===== src/hdl/urb_pkg.sv =====
`timescale 1ns / 1ps
// ----------------------------------------------------------------------------
// urb_pkg
// Types and codes shared by the UART ring buffer pair and its ring module.
// ----------------------------------------------------------------------------
package urb_pkg;

    // event codes carried in the mode field
    localparam logic [1:0] MODE_PUT      = 2'd0;
    localparam logic [1:0] MODE_TAKE     = 2'd1;
    localparam logic [1:0] MODE_RECV     = 2'd2;
    localparam logic [1:0] MODE_TX_READY = 2'd3;

    typedef struct packed {
        logic [1:0] mode;
        logic [7:0] data_byte;
    } cmd_t;

    typedef struct packed {
        logic       accepted;
        logic [7:0] read_byte;
        logic       send_valid;
        logic [7:0] send_byte;
        logic       rx_overrun;
        logic       rx_available;
        logic       tx_full;
        logic       sending;
    } result_t;

    // request from the event logic to one ring
    typedef struct packed {
        logic       push;
        logic       pop;
        logic [7:0] wdata;
    } ring_ctl_t;

    // ring status now and after the requested push or pop
    typedef struct packed {
        logic empty;
        logic full;
        logic empty_next;
        logic full_next;
    } ring_sts_t;

endpackage


===== src/hdl/urb_ring.sv =====
`timescale 1ns / 1ps
// ----------------------------------------------------------------------------
// urb_ring
// Circular byte buffer: head/tail pointers, one-write one-read memory,
// registered read data. Holds DEPTH-1 bytes.
// ----------------------------------------------------------------------------
module urb_ring #(
    parameter int DEPTH = 64
) (
    input  logic              clk,
    input  logic              rst_n,
    input  urb_pkg::ring_ctl_t ctl,
    output urb_pkg::ring_sts_t sts,
    output logic [7:0]        rdata
);
    import urb_pkg::*;

    localparam int AW = (DEPTH > 2) ? $clog2(DEPTH) : 1;
    localparam logic [AW-1:0] LAST = AW'(DEPTH - 1);

    logic [7:0]    mem [DEPTH];
    logic [7:0]    rdata_reg;
    logic [AW-1:0] head_reg, head_next;
    logic [AW-1:0] tail_reg, tail_next;
    logic [AW-1:0] head_inc, tail_inc, head_next_inc;

    assign head_inc      = (head_reg == LAST) ? '0 : head_reg + AW'(1);
    assign tail_inc      = (tail_reg == LAST) ? '0 : tail_reg + AW'(1);
    assign head_next_inc = (head_next == LAST) ? '0 : head_next + AW'(1);

    assign head_next = ctl.push ? head_inc : head_reg;
    assign tail_next = ctl.pop  ? tail_inc : tail_reg;

    assign sts.empty      = (head_reg == tail_reg);
    assign sts.full       = (head_inc == tail_reg);
    assign sts.empty_next = (head_next == tail_next);
    assign sts.full_next  = (head_next_inc == tail_next);

    always_ff @(posedge clk or negedge rst_n)
    begin
        if (!rst_n)
        begin
            head_reg <= '0;
            tail_reg <= '0;
        end
        else
        begin
            head_reg <= head_next;
            tail_reg <= tail_next;
        end
    end

    always_ff @(posedge clk)
    begin
        if (ctl.push)
            mem[head_reg] <= ctl.wdata;
        if (ctl.pop)
            rdata_reg <= mem[tail_reg];
    end

    assign rdata = rdata_reg;

`ifndef NO_ASSERTIONS
    a_no_push_full: assert property (@(posedge clk) disable iff (!rst_n)
        ctl.push |-> !sts.full)
        else $error("push into full ring");
    a_no_pop_empty: assert property (@(posedge clk) disable iff (!rst_n)
        ctl.pop |-> !sts.empty)
        else $error("pop from empty ring");
    a_ptr_step: assert property (@(posedge clk) disable iff (!rst_n)
        (!ctl.push && !ctl.pop) |=> $stable(head_reg) && $stable(tail_reg))
        else $error("ring pointer moved without request");
`endif

endmodule


===== src/hdl/uart_ring_buffer_pair_top.sv =====
`timescale 1ns / 1ps
// A result strobes on done once its item has passed the input and result registers.
// Throughput: one item per cycle; busy is never raised.
// The path is input register, event logic with one ring access, result register.
// Reset clears pointers, sending flag and the valid and done strobes; buffer contents stay undefined.
// Results cannot be stalled: each is shown on result for the one cycle done is high.
// ----------------------------------------------------------------------------
// uart_ring_buffer_pair_top
// Transmit and receive circular buffers between host and serial line,
// one event per item.
// ----------------------------------------------------------------------------
module uart_ring_buffer_pair_top #(
    parameter int BUFFER_DEPTH = 64
) (
    input  logic            clk,
    input  logic            rst_n,
    input  logic            start,
    output logic            busy,
    input  urb_pkg::cmd_t   cmd,
    output logic            done,
    output urb_pkg::result_t result
);
    import urb_pkg::*;

    logic      in_valid_reg;
    cmd_t      in_reg;
    ring_ctl_t tx_ctl, rx_ctl;
    ring_sts_t tx_sts, rx_sts;
    logic [7:0] tx_rdata, rx_rdata;

    logic running_reg, running_next;
    logic acc, ovr, sv, take_ok;

    logic done_reg;
    logic acc_reg, take_reg, sv_reg, ovr_reg;
    logic rx_avail_reg, tx_full_reg, sending_reg;

    assign busy = 1'b0;

    always_ff @(posedge clk or negedge rst_n)
    begin
        if (!rst_n)
            in_valid_reg <= 1'b0;
        else
            in_valid_reg <= start && !busy;
    end

    always_ff @(posedge clk)
    begin
        if (start && !busy)
            in_reg <= cmd;
    end

    always_comb
    begin
        tx_ctl       = '0;
        rx_ctl       = '0;
        tx_ctl.wdata = in_reg.data_byte;
        rx_ctl.wdata = in_reg.data_byte;
        acc          = 1'b0;
        ovr          = 1'b0;
        sv           = 1'b0;
        take_ok      = 1'b0;
        running_next = running_reg;
        if (in_valid_reg)
        begin
            case (in_reg.mode)
                MODE_PUT:
                begin
                    if (!tx_sts.full)
                    begin
                        tx_ctl.push  = 1'b1;
                        running_next = 1'b1;
                        acc          = 1'b1;
                    end
                end
                MODE_TAKE:
                begin
                    if (!rx_sts.empty)
                    begin
                        rx_ctl.pop = 1'b1;
                        take_ok    = 1'b1;
                        acc        = 1'b1;
                    end
                end
                MODE_RECV:
                begin
                    if (!rx_sts.full)
                    begin
                        rx_ctl.push = 1'b1;
                        acc         = 1'b1;
                    end
                    else
                        ovr = 1'b1;
                end
                MODE_TX_READY:
                begin
                    if (running_reg)
                    begin
                        if (!tx_sts.empty)
                        begin
                            tx_ctl.pop = 1'b1;
                            sv         = 1'b1;
                        end
                        // stop once the drain leaves the buffer empty
                        if (tx_sts.empty_next)
                            running_next = 1'b0;
                    end
                end
                default: ;
            endcase
        end
    end

    urb_ring #(.DEPTH(BUFFER_DEPTH)) u_tx_ring (
        .clk   (clk),
        .rst_n (rst_n),
        .ctl   (tx_ctl),
        .sts   (tx_sts),
        .rdata (tx_rdata)
    );

    urb_ring #(.DEPTH(BUFFER_DEPTH)) u_rx_ring (
        .clk   (clk),
        .rst_n (rst_n),
        .ctl   (rx_ctl),
        .sts   (rx_sts),
        .rdata (rx_rdata)
    );

    always_ff @(posedge clk or negedge rst_n)
    begin
        if (!rst_n)
        begin
            running_reg <= 1'b0;
            done_reg    <= 1'b0;
        end
        else
        begin
            running_reg <= running_next;
            done_reg    <= in_valid_reg;
        end
    end

    always_ff @(posedge clk)
    begin
        acc_reg      <= acc;
        take_reg     <= take_ok;
        sv_reg       <= sv;
        ovr_reg      <= ovr;
        rx_avail_reg <= !rx_sts.empty_next;
        tx_full_reg  <= tx_sts.full_next;
        sending_reg  <= running_next;
    end

    // read data comes straight from the ring's registered read port
    assign done                = done_reg;
    assign result.accepted     = acc_reg;
    assign result.read_byte    = take_reg ? rx_rdata : 8'h00;
    assign result.send_valid   = sv_reg;
    assign result.send_byte    = sv_reg ? tx_rdata : 8'h00;
    assign result.rx_overrun   = ovr_reg;
    assign result.rx_available = rx_avail_reg;
    assign result.tx_full      = tx_full_reg;
    assign result.sending      = sending_reg;

`ifndef NO_ASSERTIONS
    a_done_follows: assert property (@(posedge clk) disable iff (!rst_n)
        (start && !busy) |=> ##1 done)
        else $error("item produced no result");
    a_acc_ovr: assert property (@(posedge clk) disable iff (!rst_n)
        done |-> !(result.accepted && result.rx_overrun))
        else $error("overrun on accepted item");
    a_full_sending: assert property (@(posedge clk) disable iff (!rst_n)
        (done && result.tx_full) |-> result.sending)
        else $error("transmit buffer full while sending stopped");
`endif

endmodule


===== config.mk =====
export PLATFORM = sky130hd
export DESIGN_NAME = uart_ring_buffer_pair_top
export DESIGN_NICKNAME = d
export VERILOG_FILES = /design/src/hdl/urb_pkg.sv /design/src/hdl/urb_ring.sv /design/src/hdl/uart_ring_buffer_pair_top.sv
export SDC_FILE = /design/constraint.sdc
export NUM_CORES = 1
export LEC_CHECK = 0
export BUFFER_PORTS_ARGS = -buffer_cell sky130_fd_sc_hd__buf_2
export CELL_PAD_IN_SITES_DETAIL_PLACEMENT = 1
export CELL_PAD_IN_SITES_GLOBAL_PLACEMENT = 1
export CORE_AREA = 2 2 269 271
export DETAILED_ROUTE_END_ITERATION = 10
export DIE_AREA = 0 0 271 273
export PLACE_DENSITY_LB_ADDON = 0.3
export SLEW_MARGIN = 15
export SYNTH_ARGS = -nofsm -noshare
export SYNTH_HDL_FRONTEND = slang
export SYNTH_HIERARCHICAL = 1
export SYNTH_SLANG_ARGS = --single-unit

===== constraint.sdc =====
create_clock -name clk -period 6 [get_ports clk]
set_input_delay 0 -clock clk [delete_from_list [all_inputs] [get_ports clk]]
set_output_delay 0 -clock clk [all_outputs]
set_load 0.01 [all_outputs]

Yosys cells after proc, flatten, opt, wreduce, memory -nomap -nowiden
Memory sizes are Yosys's and may differ from the RTL's. A register that Yosys moved wholly into a read port is not among the register bits.
Cells that the tools add are included.
{"block": "classes", "addsub": 5, "n_eq_ne": 15, "mux": 33, "n_reduce_logical": 3}
{"op": "6-bit 2-to-1 mux", "count": 9}
{"op": "6-bit == test", "count": 7}
{"op": "6-bit by 1-bit adder with 6-bit output, second input constant", "count": 5}
{"op": "6-bit == test, second input constant", "count": 5}
{"op": "1-bit 2-to-1 mux", "count": 18}
{"op": "8-bit 2-to-1 mux", "count": 2}
{"op": "2-bit == test, second input constant", "count": 2}
{"op": "2-bit 2-to-1 mux", "count": 2}
{"op": "1-bit one-hot mux with 3 select lines", "count": 1}
{"op": "2-bit by 1-bit == test with 1-bit output, second input constant", "count": 1}
{"op": "2-bit logical NOT", "count": 1}
{"op": "1-bit one-hot mux with 2 select lines", "count": 1}
{"op": "2-bit AND reduction", "count": 1}
{"op": "1-bit logical NOT", "count": 1}
{"block": "word_totals", "regBits": 44, "ram_bits": 1024, "input_bits": 13, "word_cells": 74, "n_memories": 2}
{"memory": "u_rx_ring.mem", "depth": 64, "word_bits": 8, "rd": 1, "rd_ports_with_merged_regs": 1, "wr": 1, "line_no": "urb_ring.sv:21", "rtl": "logic [7:0] mem [DEPTH];"}
{"memory": "u_tx_ring.mem", "depth": 64, "word_bits": 8, "rd": 1, "rd_ports_with_merged_regs": 1, "wr": 1, "line_no": "urb_ring.sv:21"}

Logic depth before layout (Yosys ltp)
Gate-level depths: netlist of run 1.
{"block": "depth", "ltp_word": 12, "mapped_depth": 20, "mapped_depth_nobuf": 18}

Cells and area by module
The synthesis of run 1 kept the hierarchy.
{"module": "urb_ring (u_rx_ring)", "n_inst": 1, "cells_each": 946, "area_per_inst_um2": 21144.0, "seq_area_each_um2": 15915.3}
{"module": "urb_ring (u_tx_ring)", "n_inst": 1, "cells_each": 953, "area_per_inst_um2": 21080.2, "seq_area_each_um2": 15915.3}
{"module": "uart_ring_buffer_pair_top", "n_inst": 1, "cells_each": 69, "area_per_inst_um2": 849.6, "seq_area_each_um2": 515.5}

Least setup slack after synthesis of run 1
OpenSTA, ideal clock, no wires.
{"block": "synth_timing", "path_kind": "register to register", "start": "register u_tx_ring.head_reg[2]", "end": "register tx_full_reg", "arrival_time_ns": 3.620, "slack_ns": 2.288, "path_stages_with_launch": 19, "path_buffers": 3, "cell_sequence": "dfrtp_1 -> clkbuf_1 -> clkbuf_1 -> nand3_1 -> xor2_1 -> mux2i_1 -> a21oi_1 -> o22ai_1 -> and3_1 -> nor2b_1 -> and2_2 -> clkbuf_1 -> mux2_2 -> ha_1 -> o21ai_0 -> o21ai_0 -> a2bb2oi_1 -> xor2_1 -> nor4_1"}
{"element": "start, declared", "line_no": "urb_ring.sv:23", "rtl": "logic [AW-1:0] head_reg, head_next;"}
{"element": "start signal, assigned", "line_no": "urb_ring.sv:48", "rtl": "head_reg <= head_next;"}
{"element": "end signal, assigned", "line_no": "uart_ring_buffer_pair_top.sv:152", "rtl": "tx_full_reg <= tx_sts.full_next;"}
{"element": "end, declared", "line_no": "uart_ring_buffer_pair_top.sv:36", "rtl": "logic rx_avail_reg, tx_full_reg, sending_reg;"}

==> results of run 1 <==
[worst max-delay path, delay by kind of cell (launching register included)]
kind / cells / cell delay, ns
DFF: 1 / 0.72
muxes: 1 / 0.12
AOI/OAI and AO/OA: 3 / 0.57
and+or+nand+nor: 7 / 2.84
adders and majority gates: 1 / 0.46
buffers and inverters: 1 / 0.14
[layout make-up]
cell class                 instances  area, um2
antenna                            2       5.00
clock buffer                     140       2840
clock inverter                    59        480
fill                            5458      23700
inverter                          15       56.3
multi-input combinational        721       9820
sequential                      1084      32400
tap                              950       1190
timing repair buffer              78        571
[worst max-delay path by stage]
| stage | to | slack (ns) | cells after the start | start |
|---|---|---|---|---|
| final | u_tx_ring/mem[13][2]$_DFFE_PP_ | 0.74 | 13 | u_tx_ring/head_reg[0]$_DFF_PN0_ |
| after floorplan | tx_full_reg$_DFF_P_ | 2.29 | 18 | u_tx_ring/head_reg[2]$_DFF_PN0_ |
| after detailed placement | u_tx_ring/mem[13][6]$_DFFE_PP_ | 1.23 | 13 | u_tx_ring/head_reg[0]$_DFF_PN0_ |
| after CTS | u_tx_ring/mem[13][5]$_DFFE_PP_ | 0.99 | 13 | u_tx_ring/head_reg[0]$_DFF_PN0_ |
| after global placement | u_tx_ring/mem[37][1]$_DFFE_PP_ | 1.49 | 13 | u_tx_ring/head_reg[0]$_DFF_PN0_ |
| after global routing | u_tx_ring/mem[13][2]$_DFFE_PP_ | 0.61 | 13 | u_tx_ring/head_reg[0]$_DFF_PN0_ |
[cells in the final DEF (no fill, tap or decap), types with 5 or more instances in the layout]
| master | instances |
|---|---|
| xor2_1 | 14 |
| a21oi_1 | 6 |
| nand2_1 | 25 |
| o31ai_1 | 5 |
| xnor2_1 | 35 |
| nor2b_1 | 14 |
| and3_1 | 5 |
| dfxtp_1 | 7 |
| clkinv_1 | 19 |
| nor3_1 | 9 |
| and2_1 | 16 |
| inv_1 | 14 |
| buf_2 | 35 |
| dlygate4sd3_1 | 13 |
| mux4_2 | 332 |
| clkinv_2 | 23 |
| bufinv_16 | 6 |
| edfxtp_1 | 1050 |
| buf_4 | 26 |
| nand3_1 | 21 |
| o21ai_0 | 13 |
| dfrtp_1 | 21 |
| ha_1 | 9 |
| nand4_1 | 9 |
| clkbuf_1 | 29 |
| clkbuf_16 | 107 |
| nor2_1 | 143 |
[stage by stage]
stage / setup slack, ns / power [uW] / hold slack [ns] / util, % / cells
after global routing: 0.613 / 20400 / 0.0517 / 66.6 / 3047
after CTS: 0.995 / 19900 / 0.0258 / 66.6 / 3046
after detailed placement: 1.23 / 13500 / 0.102 / 61.7 / 2833
final: 0.743 / 19900 / 0.0443 / 66.7 / 3049
after floorplan: 2.29 / 12200 / -0.296 / - / 1934
after global placement: 1.49 / 13300 / 0.104 / 61.7 / 2833
[where the power goes]
group | leakage (uW) | switching, uW | internal [uW]
combinational | 0.00307 | 2270 | 2170
clock | 0.00163 | 2810 | 3600
sequential | 0.00985 | 497 | 8510
[routing by layer]
metal  wire length [um]  vias to the layer above
li1                   -                     8218
met5                  0                        -
met3               9410                      168
met4               2460                        0
met1              41300                    11337
met2              52200                     1263
==> insert_results.sql, run 1 <==
INSERT INTO impl_metrics (metric_group, metric, value, unit) VALUES
('global_route', 'gr-max-usage-layer', 'met2', ''),
('setup_path', 'worst-setup-path-type', 'flip-flop to flip-flop', ''),
('setup_path', 'r2r_slack', '0.74', 'ns'),
('place', 'total_placed_instance_area', '43800', 'um2'),
('clock_network', 'ctsResizeCount', '0', ''),
('global_route', 'grt_first_pass_wirelength', '156', 'mm'),
('clock_network', 'cts_hold_repair.buffers', '14', ''),
('clock_network', 'clk_pin_slew_worst_paths', '0.06', 'ns'),
('outcome', 'run_status', 'finished clean', ''),
('hold_path', 'hp-class', 'input pin to flip-flop', ''),
('detailed_routing', 'vias', '20986', ''),
('clock_network', 'cts.sinks', '1084', ''),
('global_route', 'grt_max_degree', '101', ''),
('yosys', 'syn_area_per_cell', '22.1', 'um2'),
('sta', 'tightest_slew', '1.17', 'ns'),
('floorplanning', 'initial_cell_density_of_the_core', '60.3', '%'),
('setup_path', 'reg2reg_to', 'u_tx_ring/mem[13][2]$_DFFE_PP_', ''),
('setup_path', 'crit_path_top_delay_cell', 'nor2_1', ''),
('hold_path', 'min-delay-start', 'cmd[1]', ''),
('setup_path', 'setup.worst_path.start_class', 'flip-flop', ''),
('setup_path', 'cp.arrival', '5.54', 'ns'),
('floorplanning', 'rows', '98', ''),
('sta', 'slew_headroom', '22.2', '%'),
('sta', 'timing.final.crit_period', '5.26', 'ns'),
('floorplanning', 'core_region_area', '71000', 'um2'),
('setup_path', 'critical_path.max_stage_delay', '0.87', 'ns'),
('clock_network', 'postCtsSetupRepairBufs', '0', ''),
('clock_network', 'root_buf_cell', 'clkbuf_16', ''),
('power_and_ir_drop', 'power.static_leakage', '0.0145', 'uW'),
('global_route', 'grt_overflow', '0', ''),
('sta', 'grt_setup_unrepaired', 'no', ''),
('sta', 'final-setup-viol-count', '0', ''),
('place', 'port-buffer-count', '35', ''),
('yosys', 'synth_fp_nets', '1956', ''),
('clock_network', 'cts-htree-levels', '3', ''),
('sta', 'fin_tns_setup', '0', 'ns'),
('final_layout', 'post_route_cells_drive_above_1_share', '27.0', '%'),
('yosys', 'synth_area', '42800', 'um2'),
('clock_network', 'cts-buffers-inserted', '105', ''),
('global_route', 'track_usage', '29.4', '%'),
('clock_network', 'clock_insertion_delay_worst_skew', '0.67', 'ns'),
('final_layout', 'design_area', '47300', 'um2'),
('global_route', 'grt_pass1_vias', '21829', ''),
('global_route', 'met2_usage', '47.1', '%'),
('detailed_routing', 'route.antenna.remaining_nets', '0', ''),
('floorplanning', 'chipHeight', '273', 'um'),
('sta', 'final_hold_vio_count', '0', ''),
('detailed_routing', 'postRouteWirelength', '105', 'mm'),
('sta', 'skew', '0.0291', 'ns'),
('final_layout', 'design.final.nets', '2027', ''),
('final_layout', 'syn2layout_area_growth', '10.5', '%'),
('floorplanning', 'die_area', '74000', 'um2'),
('clock_network', 'tritoncts', 'built', ''),
('power_and_ir_drop', 'cellPowerDensity', '420', 'nW/um2'),
('setup_path', 'reg2regPathDepth', '13', ''),
('global_route', 'gr-usage-met1', '42.8', '%'),
('setup_path', 'critPathRequiredTime', '6.29', 'ns'),
('detailed_routing', 'wl_per_cell', '34.5', 'um'),
('detailed_routing', 'drtPass1Iterations', '6', ''),
('hold_path', 'worst_hold_path.num_cells', '2', ''),
('detailed_routing', 'routed_via_density', '6.88', ''),
('floorplanning', 'count_of_pins_on_the_block_boundary', '37', ''),
('setup_path', 'crit_chain', 'ha_1 > nand3_1 > o21ai_0 > mux2i_1 > a21oi_1 > o22ai_1 > and3_1 > nor2b_1 > and2_2 > inv_1 > nor2_1 > nand3_1 > nor2_1', ''),
('clock_network', 'cts-root-to-sink-buffers', '3', ''),
('floorplanning', 'chipWidth', '271', 'um'),
('job', 'maxCapViolCount', '0', ''),
('setup_path', 'endpoint_kind', 'flip-flop', ''),
('hold_path', 'worst_hold_path.endpoint', 'in_reg[1]$_DFFE_PP_', ''),
('power_and_ir_drop', 'ir_worst_vdd', '0.372', 'mV'),
('place', 'gp_congestion', '0.861', ''),
('global_route', 'grtUsageMet3', '5.18', '%'),
('yosys', 'synth_warnings', '6', ''),
('sta', 'fmaxAchievable', '0.190', 'GHz'),
('setup_path', 'critical_path.max_fanout', '16', ''),
('sta', 'final_max_slew_viol_count', '0', ''),
('yosys', 'post_synth_inst_count', '1934', ''),
('detailed_routing', 'post-route-drc-count', '0', ''),
('setup_path', 'timing.rr.start', 'u_tx_ring/head_reg[0]$_DFF_PN0_', ''),
('detailed_routing', 'first_iter_violations', '2706', ''),
('sta', 'fin_crit_sh', '87.6', '%'),
('place', 'place_hpwl', '60.7', 'mm'),
('global_route', 'initial_antenna_violation_count', '4', '');
Note: power is estimated with default switching activity, not from simulation.
==> run 2, diff against run 1 <==
Settings changed: CORE_AREA 2 2 269 271 to 2 2 294 296, DIE_AREA 0 0 271 273 to 0 0 296 298.
Clock period 6 ns to 4.27 ns, I/O delays scaled along.
==> insert_results.sql, run 2 (synthesized netlist as in run 1, its figures left out) <==
INSERT INTO impl_metrics (metric_group, metric, value, unit) VALUES
('power_and_ir_drop', 'cellPowerDensity', '586', 'nW/um2'),
('sta', 'final_max_slew_viol_count', '0', ''),
('sta', 'fmaxAchievable', '0.251', 'GHz'),
('detailed_routing', 'vias', '20428', ''),
('power_and_ir_drop', 'power.static_leakage', '0.0154', 'uW'),
('power_and_ir_drop', 'total_power', '28700', 'uW'),
('detailed_routing', 'route.antenna.remaining_nets', '0', ''),
('hold_path', 'worst_hold_path.num_cells', '2', ''),
('floorplanning', 'rows', '107', ''),
('hold_path', 'min-delay-start', 'cmd[7]', ''),
('floorplanning', 'die_area', '88200', 'um2'),
('global_route', 'grt_overflow', '0', ''),
('setup_path', 'reg2reg_to', 'u_tx_ring/mem[53][7]$_DFFE_PP_', ''),
('detailed_routing', 'drtPass1Iterations', '5', ''),
('clock_network', 'cts-htree-levels', '3', ''),
('floorplanning', 'chipHeight', '298', 'um'),
('setup_path', 'crit_path_top_delay_cell', 'nor2_1', ''),
('clock_network', 'cts-root-to-sink-buffers', '3', ''),
('setup_path', 'family_with_the_most_delay_on_the_worst_path', 'simple AND/OR/NAND/NOR gates', ''),
('setup_path', 'worst-setup-path-type', 'flip-flop to flip-flop', ''),
('clock_network', 'clock_insertion_delay_worst_skew', '0.70', 'ns'),
('setup_path', 'crit_chain', 'ha_2 > nand3_1 > o21ai_0 > mux2i_1 > a21oi_1 > o22ai_1 > and3_1 > nor2b_1 > and2_4 > inv_1 > nor2_1 > nand3_1 > nor2_1', ''),
('detailed_routing', 'first_iter_violations', '2030', ''),
('hold_path', 'worst_hold_path.endpoint', 'in_reg[7]$_DFFE_PP_', ''),
('global_route', 'track_usage', '23.7', '%'),
('floorplanning', 'core_region_area', '84900', 'um2'),
('setup_path', 'cp.arrival', '4.29', 'ns'),
('clock_network', 'root_buf_cell', 'clkbuf_16', ''),
('floorplanning', 'initial_cell_density_of_the_core', '50.5', '%'),
('clock_network', 'clk_pin_slew_worst_paths', '0.07', 'ns'),
('final_layout', 'postLayoutCoreUtil', '57.8', '%'),
('detailed_routing', 'route.layer.met1.wl', '42.1', 'mm'),
('global_route', 'grt_max_degree', '133', ''),
('detailed_routing', 'routed-wl-met2', '51.5', 'mm'),
('global_route', 'initial_antenna_violation_count', '7', ''),
('clock_network', 'postCtsSetupRepairBufs', '0', ''),
('final_layout', 'diode_count', '0', ''),
('detailed_routing', 'post-route-drc-count', '0', ''),
('setup_path', 'r2r_slack', '0.29', 'ns'),
('outcome', 'run_status', 'finished clean', ''),
('floorplanning', 'count_of_pins_on_the_block_boundary', '37', ''),
('place', 'total_placed_instance_area', '45100', 'um2'),
('detailed_routing', 'dr.max_layer_used', 'met5', ''),
('detailed_routing', 'detailroute.wirelength.met3', '6.60', 'mm'),
('sta', 'timing.final.crit_period', '3.98', 'ns'),
('setup_path', 'endpoint_kind', 'flip-flop', ''),
('global_route', 'grt_first_pass_wirelength', '152', 'mm'),
('sta', 'fin_crit_sh', '93.3', '%'),
('sta', 'skew', '0.0562', 'ns'),
('global_route', 'grt_pass1_vias', '21754', ''),
('sta', 'worst_slack', '0.287', 'ns'),
('sta', 'final_hold_vio_count', '0', ''),
('sta', 'slew_headroom', '23.3', '%'),
('power_and_ir_drop', 'ir_worst_vdd', '0.400', 'mV'),
('final_layout', 'syn2layout_area_growth', '14.5', '%'),
('setup_path', 'critPathRequiredTime', '4.58', 'ns'),
('setup_path', 'critical_path.max_stage_delay', '0.69', 'ns'),
('final_layout', 'layout.cells.most_common_list', '1050 x edfxtp_1, 332 x mux4_2, 144 x buf_4', ''),
('setup_path', 'timing.rr.start', 'u_tx_ring/head_reg[1]$_DFF_PN0_', ''),
('sta', 'final-setup-viol-count', '0', ''),
('setup_path', 'crit_buf_inv', '1', ''),
('job', 'maxCapViolCount', '0', ''),
('sta', 'hold_ws', '0.0702', 'ns'),
('detailed_routing', 'postRouteWirelength', '102', 'mm'),
('sta', 'tightest_slew', '1.15', 'ns'),
('hold_path', 'hp-class', 'input pin to flip-flop', ''),
('detailed_routing', 'routed_via_density', '6.06', ''),
('final_layout', 'design.final.nets', '2156', ''),
('place', 'port-buffer-count', '35', ''),
('detailed_routing', 'wl_per_cell', '30.2', 'um'),
('place', 'place_hpwl', '61.2', 'mm'),
('place', 'gp_congestion', '0.858', ''),
('setup_path', 'reg2regPathDepth', '13', ''),
('final_layout', 'mostFrequentLayoutCell', 'edfxtp_1', ''),
('setup_path', 'critical_path.max_fanout', '16', ''),
('clock_network', 'cts-buffers-inserted', '109', ''),
('clock_network', 'tritoncts', 'built', ''),
('place', 'dpl_worst_slack', '0.231', 'ns'),
('floorplanning', 'chipWidth', '296', 'um'),
('final_layout', 'design_area', '49000', 'um2'),
('clock_network', 'cts.sinks', '1084', ''),
('final_layout', 'post_route_cells_drive_above_1_share', '31.6', '%'),
('setup_path', 'setup.worst_path.start_class', 'flip-flop', '');
run 2: metrics by stage:
stage | cells | TNS, ns
floorplan | 1934 | 0
global placement | 3153 | 0
detailed placement | 3153 | 0
CTS | 3369 | 0
global route | 3369 | -0.131
finish | 3369 | 0
run 2: how the worst max path moves through the flow:
| stage | from | end | slack, ns | depth (start not counted) |
|---|---|---|---|---|
| after global placement | u_tx_ring/head_reg[0]$_DFF_PN0_ | running_reg$_DFF_PN0_ | 0.43 | 18 |
| after global routing | u_tx_ring/head_reg[1]$_DFF_PN0_ | tx_full_reg$_DFF_P_ | -0.13 | 18 |
| after floorplan | u_tx_ring/head_reg[2]$_DFF_PN0_ | tx_full_reg$_DFF_P_ | 0.56 | 18 |
| after CTS | u_tx_ring/head_reg[0]$_DFF_PN0_ | u_tx_ring/mem[53][6]$_DFFE_PP_ | 0.15 | 13 |
| after detailed placement | u_tx_ring/head_reg[0]$_DFF_PN0_ | running_reg$_DFF_PN0_ | 0.23 | 17 |
| final | u_tx_ring/head_reg[1]$_DFF_PN0_ | u_tx_ring/mem[53][7]$_DFFE_PP_ | 0.29 | 13 |
run 2: report_power, final:
group / internal (uW) / leakage, uW / switching (uW) / total, uW
clock: 5850 / 0.00181 / 4040 / 9890
sequential: 12000 / 0.00985 / 262 / 12200
combinational: 3150 / 0.00377 / 3470 / 6630
run 2: layer usage:
| layer | vias up | track usage (%) |
|---|---|---|
| li1 | 8473 | - |
| met1 | 11150 | 34.0 |
| met2 | 683 | 38.8 |
| met3 | 120 | 4.25 |
| met4 | 2 | 4.63 |
| met5 | - | 0 |
run 2: worst reg2reg max path, cell delays in order (launching register included):
cell     delay, ns
dfrtp_1       0.35
ha_2          0.29
nand3_1       0.22
o21ai_0       0.23
mux2i_1       0.10
a21oi_1       0.18
o22ai_1       0.11
and3_1        0.19
nor2b_1       0.16
and2_4        0.28
inv_1         0.12
nor2_1        0.24
nand3_1       0.43
nor2_1        0.70
run 2: layout make-up:
class | instances | area (um2)
Multi-Input combinational cell | 721 | 9830
Inverter | 15 | 56.3
Fill cell | 7132 | 35800
Clock buffer | 137 | 2890
Timing Repair Buffer | 203 | 1610
Tap cell | 1144 | 1430
Sequential cell | 1084 | 32400
Clock inverter | 65 | 857
run 2: repair_timing:
item	in CTS	in global routing
setup endpoints to repair	0	108
hold endpoints to repair	48	0
hold buffers	14	0
resized for setup	0	3
==> run 3, diff against run 2 <==
Settings changed: ABC_AREA from default to 1, CORE_AREA 2 2 294 296 to 2 2 310 312, DIE_AREA 0 0 296 298 to 0 0 312 314.
==> insert_results.sql, run 3 <==
INSERT INTO impl_metrics (metric_group, metric, value, unit) VALUES
('yosys', 'synth_area', '44000', 'um2'),
('sta', 'slew_headroom', '26.9', '%'),
('detailed_routing', 'first_iter_violations', '2781', ''),
('sta', 'tightest_slew', '1.10', 'ns'),
('floorplanning', 'rows', '113', ''),
('setup_path', 'crit_chain', 'ha_1 > nand2_1 > nor2_4 > nand2_4 > nand3_2 > xor2_1 > nor3_1 > inv_1 > nand2_1 > nor2_1 > buf_4 > nand4_1 > buf_4 > nor2_1', ''),
('final_layout', 'postLayoutCoreUtil', '52.7', '%'),
('floorplanning', 'chipHeight', '314', 'um'),
('final_layout', 'layout.cells.most_common_list', '1050 x edfxtp_1, 678 x nor2_1, 516 x o21ai_0', ''),
('place', 'gp_congestion', '0.879', ''),
('place', 'numPlacedInstances', '4657', ''),
('setup_path', 'endpoint_kind', 'flip-flop', ''),
('setup_path', 'critical_path.max_stage_delay', '0.70', 'ns'),
('sta', 'grt_setup_unrepaired', 'no', ''),
('clock_network', 'cts-buffers-inserted', '111', ''),
('detailed_routing', 'drtPass1Iterations', '6', ''),
('floorplanning', 'chipWidth', '312', 'um'),
('clock_network', 'cts.sinks', '1084', ''),
('clock_network', 'clk_pin_slew_worst_paths', '0.06', 'ns'),
('detailed_routing', 'postRouteWirelength', '126', 'mm'),
('detailed_routing', 'post-route-drc-count', '0', ''),
('yosys', 'syn_area_per_cell', '12.8', 'um2'),
('sta', 'fmaxAchievable', '0.260', 'GHz'),
('clock_network', 'cts-root-to-sink-buffers', '3', ''),
('floorplanning', 'core_region_area', '94400', 'um2'),
('clock_network', 'tritoncts', 'built', ''),
('global_route', 'grt_max_degree', '257', ''),
('job', 'maxCapViolCount', '0', ''),
('final_layout', 'syn2layout_area_growth', '13.1', '%'),
('final_layout', 'post_layout_nonfiller_instances', '4886', ''),
('power_and_ir_drop', 'cellPowerDensity', '632', 'nW/um2'),
('sta', 'skew', '0.0256', 'ns'),
('global_route', 'grt_pass1_vias', '30300', ''),
('sta', 'fin_crit_sh', '90.0', '%'),
('detailed_routing', 'route.antenna.remaining_nets', '0', ''),
('setup_path', 'crit_path_top_delay_cell', 'nor2_1', ''),
('place', 'place_hpwl', '74.2', 'mm'),
('hold_path', 'hp-class', 'input pin to flip-flop', ''),
('final_layout', 'diode_count', '0', ''),
('floorplanning', 'die_area', '98000', 'um2'),
('detailed_routing', 'wl_per_cell', '25.7', 'um'),
('clock_network', 'clock_insertion_delay_worst_skew', '0.69', 'ns'),
('final_layout', 'mostFrequentLayoutCell', 'edfxtp_1', ''),
('power_and_ir_drop', 'power.static_leakage', '0.0163', 'uW'),
('sta', 'final_max_slew_viol_count', '0', ''),
('yosys', 'post_synth_inst_count', '3443', ''),
('floorplanning', 'initial_cell_density_of_the_core', '46.6', '%'),
('clock_network', 'cts-htree-levels', '3', ''),
('setup_path', 'critPathRequiredTime', '4.57', 'ns'),
('setup_path', 'setup.worst_path.start_class', 'flip-flop', ''),
('sta', 'final_hold_vio_count', '0', ''),
('yosys', 'synth_warnings', '6', ''),
('floorplanning', 'count_of_pins_on_the_block_boundary', '37', ''),
('global_route', 'track_usage', '25.5', '%'),
('yosys', 'synth_fp_nets', '3465', ''),
('clock_network', 'root_buf_cell', 'clkbuf_16', ''),
('sta', 'hold_ws', '0.0301', 'ns'),
('setup_path', 'worst-setup-path-type', 'flip-flop to flip-flop', ''),
('sta', 'timing.final.crit_period', '3.84', 'ns'),
('power_and_ir_drop', 'ir_worst_vdd', '0.550', 'mV'),
('setup_path', 'cp.arrival', '4.14', 'ns'),
('detailed_routing', 'routed_via_density', '5.92', ''),
('global_route', 'initial_antenna_violation_count', '0', ''),
('final_layout', 'design.final.nets', '3550', ''),
('global_route', 'grt_first_pass_wirelength', '190', 'mm'),
('outcome', 'run_status', 'finished clean', ''),
('global_route', 'grt_overflow', '0', ''),
('setup_path', 'critical_path.max_fanout', '11', ''),
('final_layout', 'post_route_cells_drive_above_1_share', '12.1', '%'),
('sta', 'fin_tns_setup', '0', 'ns'),
('place', 'port-buffer-count', '35', ''),
('sta', 'final-setup-viol-count', '0', ''),
('detailed_routing', 'vias', '28907', '');
-- run 3: power by group --
| part | total [uW] | internal, uW | leakage, uW | switching (uW) |
|---|---|---|---|---|
| registers | 12400 | 12000 | 0.00984 | 399 |
| clock network | 9670 | 5590 | 0.00178 | 4080 |
| logic | 9380 | 2570 | 0.00472 | 6810 |
-- run 3: cell type report --
type	count	area [um2]
clock buffer	139	3020
clock inverter	67	601
fill	9560	44600
inverter	85	332
multi-input combinational	2041	10200
sequential	1084	32400
tap	1265	1580
timing repair buffer	205	1710
-- run 3: timing repair --
item,4_1_cts,5_1_grt
hold buffers,22,0
endpoints found under the hold margin,48,0
buffers inserted,0,0
gates resized for setup,0,0
-- run 3: worst max-delay path: cells and delay by family (launching register included) --
| family | cells | cell delay, ns |
|---|---|---|
| AND/OR/NAND/NOR | 9 | 1.81 |
| flip-flops | 1 | 0.62 |
| buffers and inverters | 3 | 0.58 |
| adder cells (fa/ha/maj) | 1 | 0.28 |
| XOR/XNOR | 1 | 0.16 |
-- run 3: final timing paths --
kind / cells after the start / to / slack (ns) / from
hold reg to reg: 0 / done$_DFF_PN0_ / 0.43 / in_valid_reg$_DFF_PN0_
setup reg to reg: 14 / u_tx_ring/mem[55][2]$_DFFE_PP_ / 0.43 / u_tx_ring/head_reg[0]$_DFF_PN0_
setup / recovery: 14 / u_tx_ring/mem[55][2]$_DFFE_PP_ / 0.43 / u_tx_ring/head_reg[0]$_DFF_PN0_
hold / removal: 2 / in_reg[8]$_DFFE_PP_ / 0.03 / cmd[8]
max in group asynchronous: 4 / u_tx_ring/tail_reg[0]$_DFF_PN0_ / 3.63 / rst_n
min in group asynchronous: 4 / u_rx_ring/head_reg[4]$_DFF_PN0_ / 0.41 / rst_n
-- run 3: metal layers --
layer  vias to the layer above  part of all wire, %  GRT usage (%)
li1                      12862                    -              -
met1                     14895                   41           33.2
met2                       907                   51           44.5
met3                       243                  5.0           3.04
met4                         0                  3.5           8.76
met5                         -                    0              0
-- run 3: stage by stage --
stage               area [um2]  setup slack [ns]  power (uW)
global route             49800             0.125       32800
CTS                      49800             0.432       31600
detailed placement       45900             0.446       21800
floorplan                44000             0.645       18700
finish                   49800             0.426       31500
global placement         45900             0.513       21500
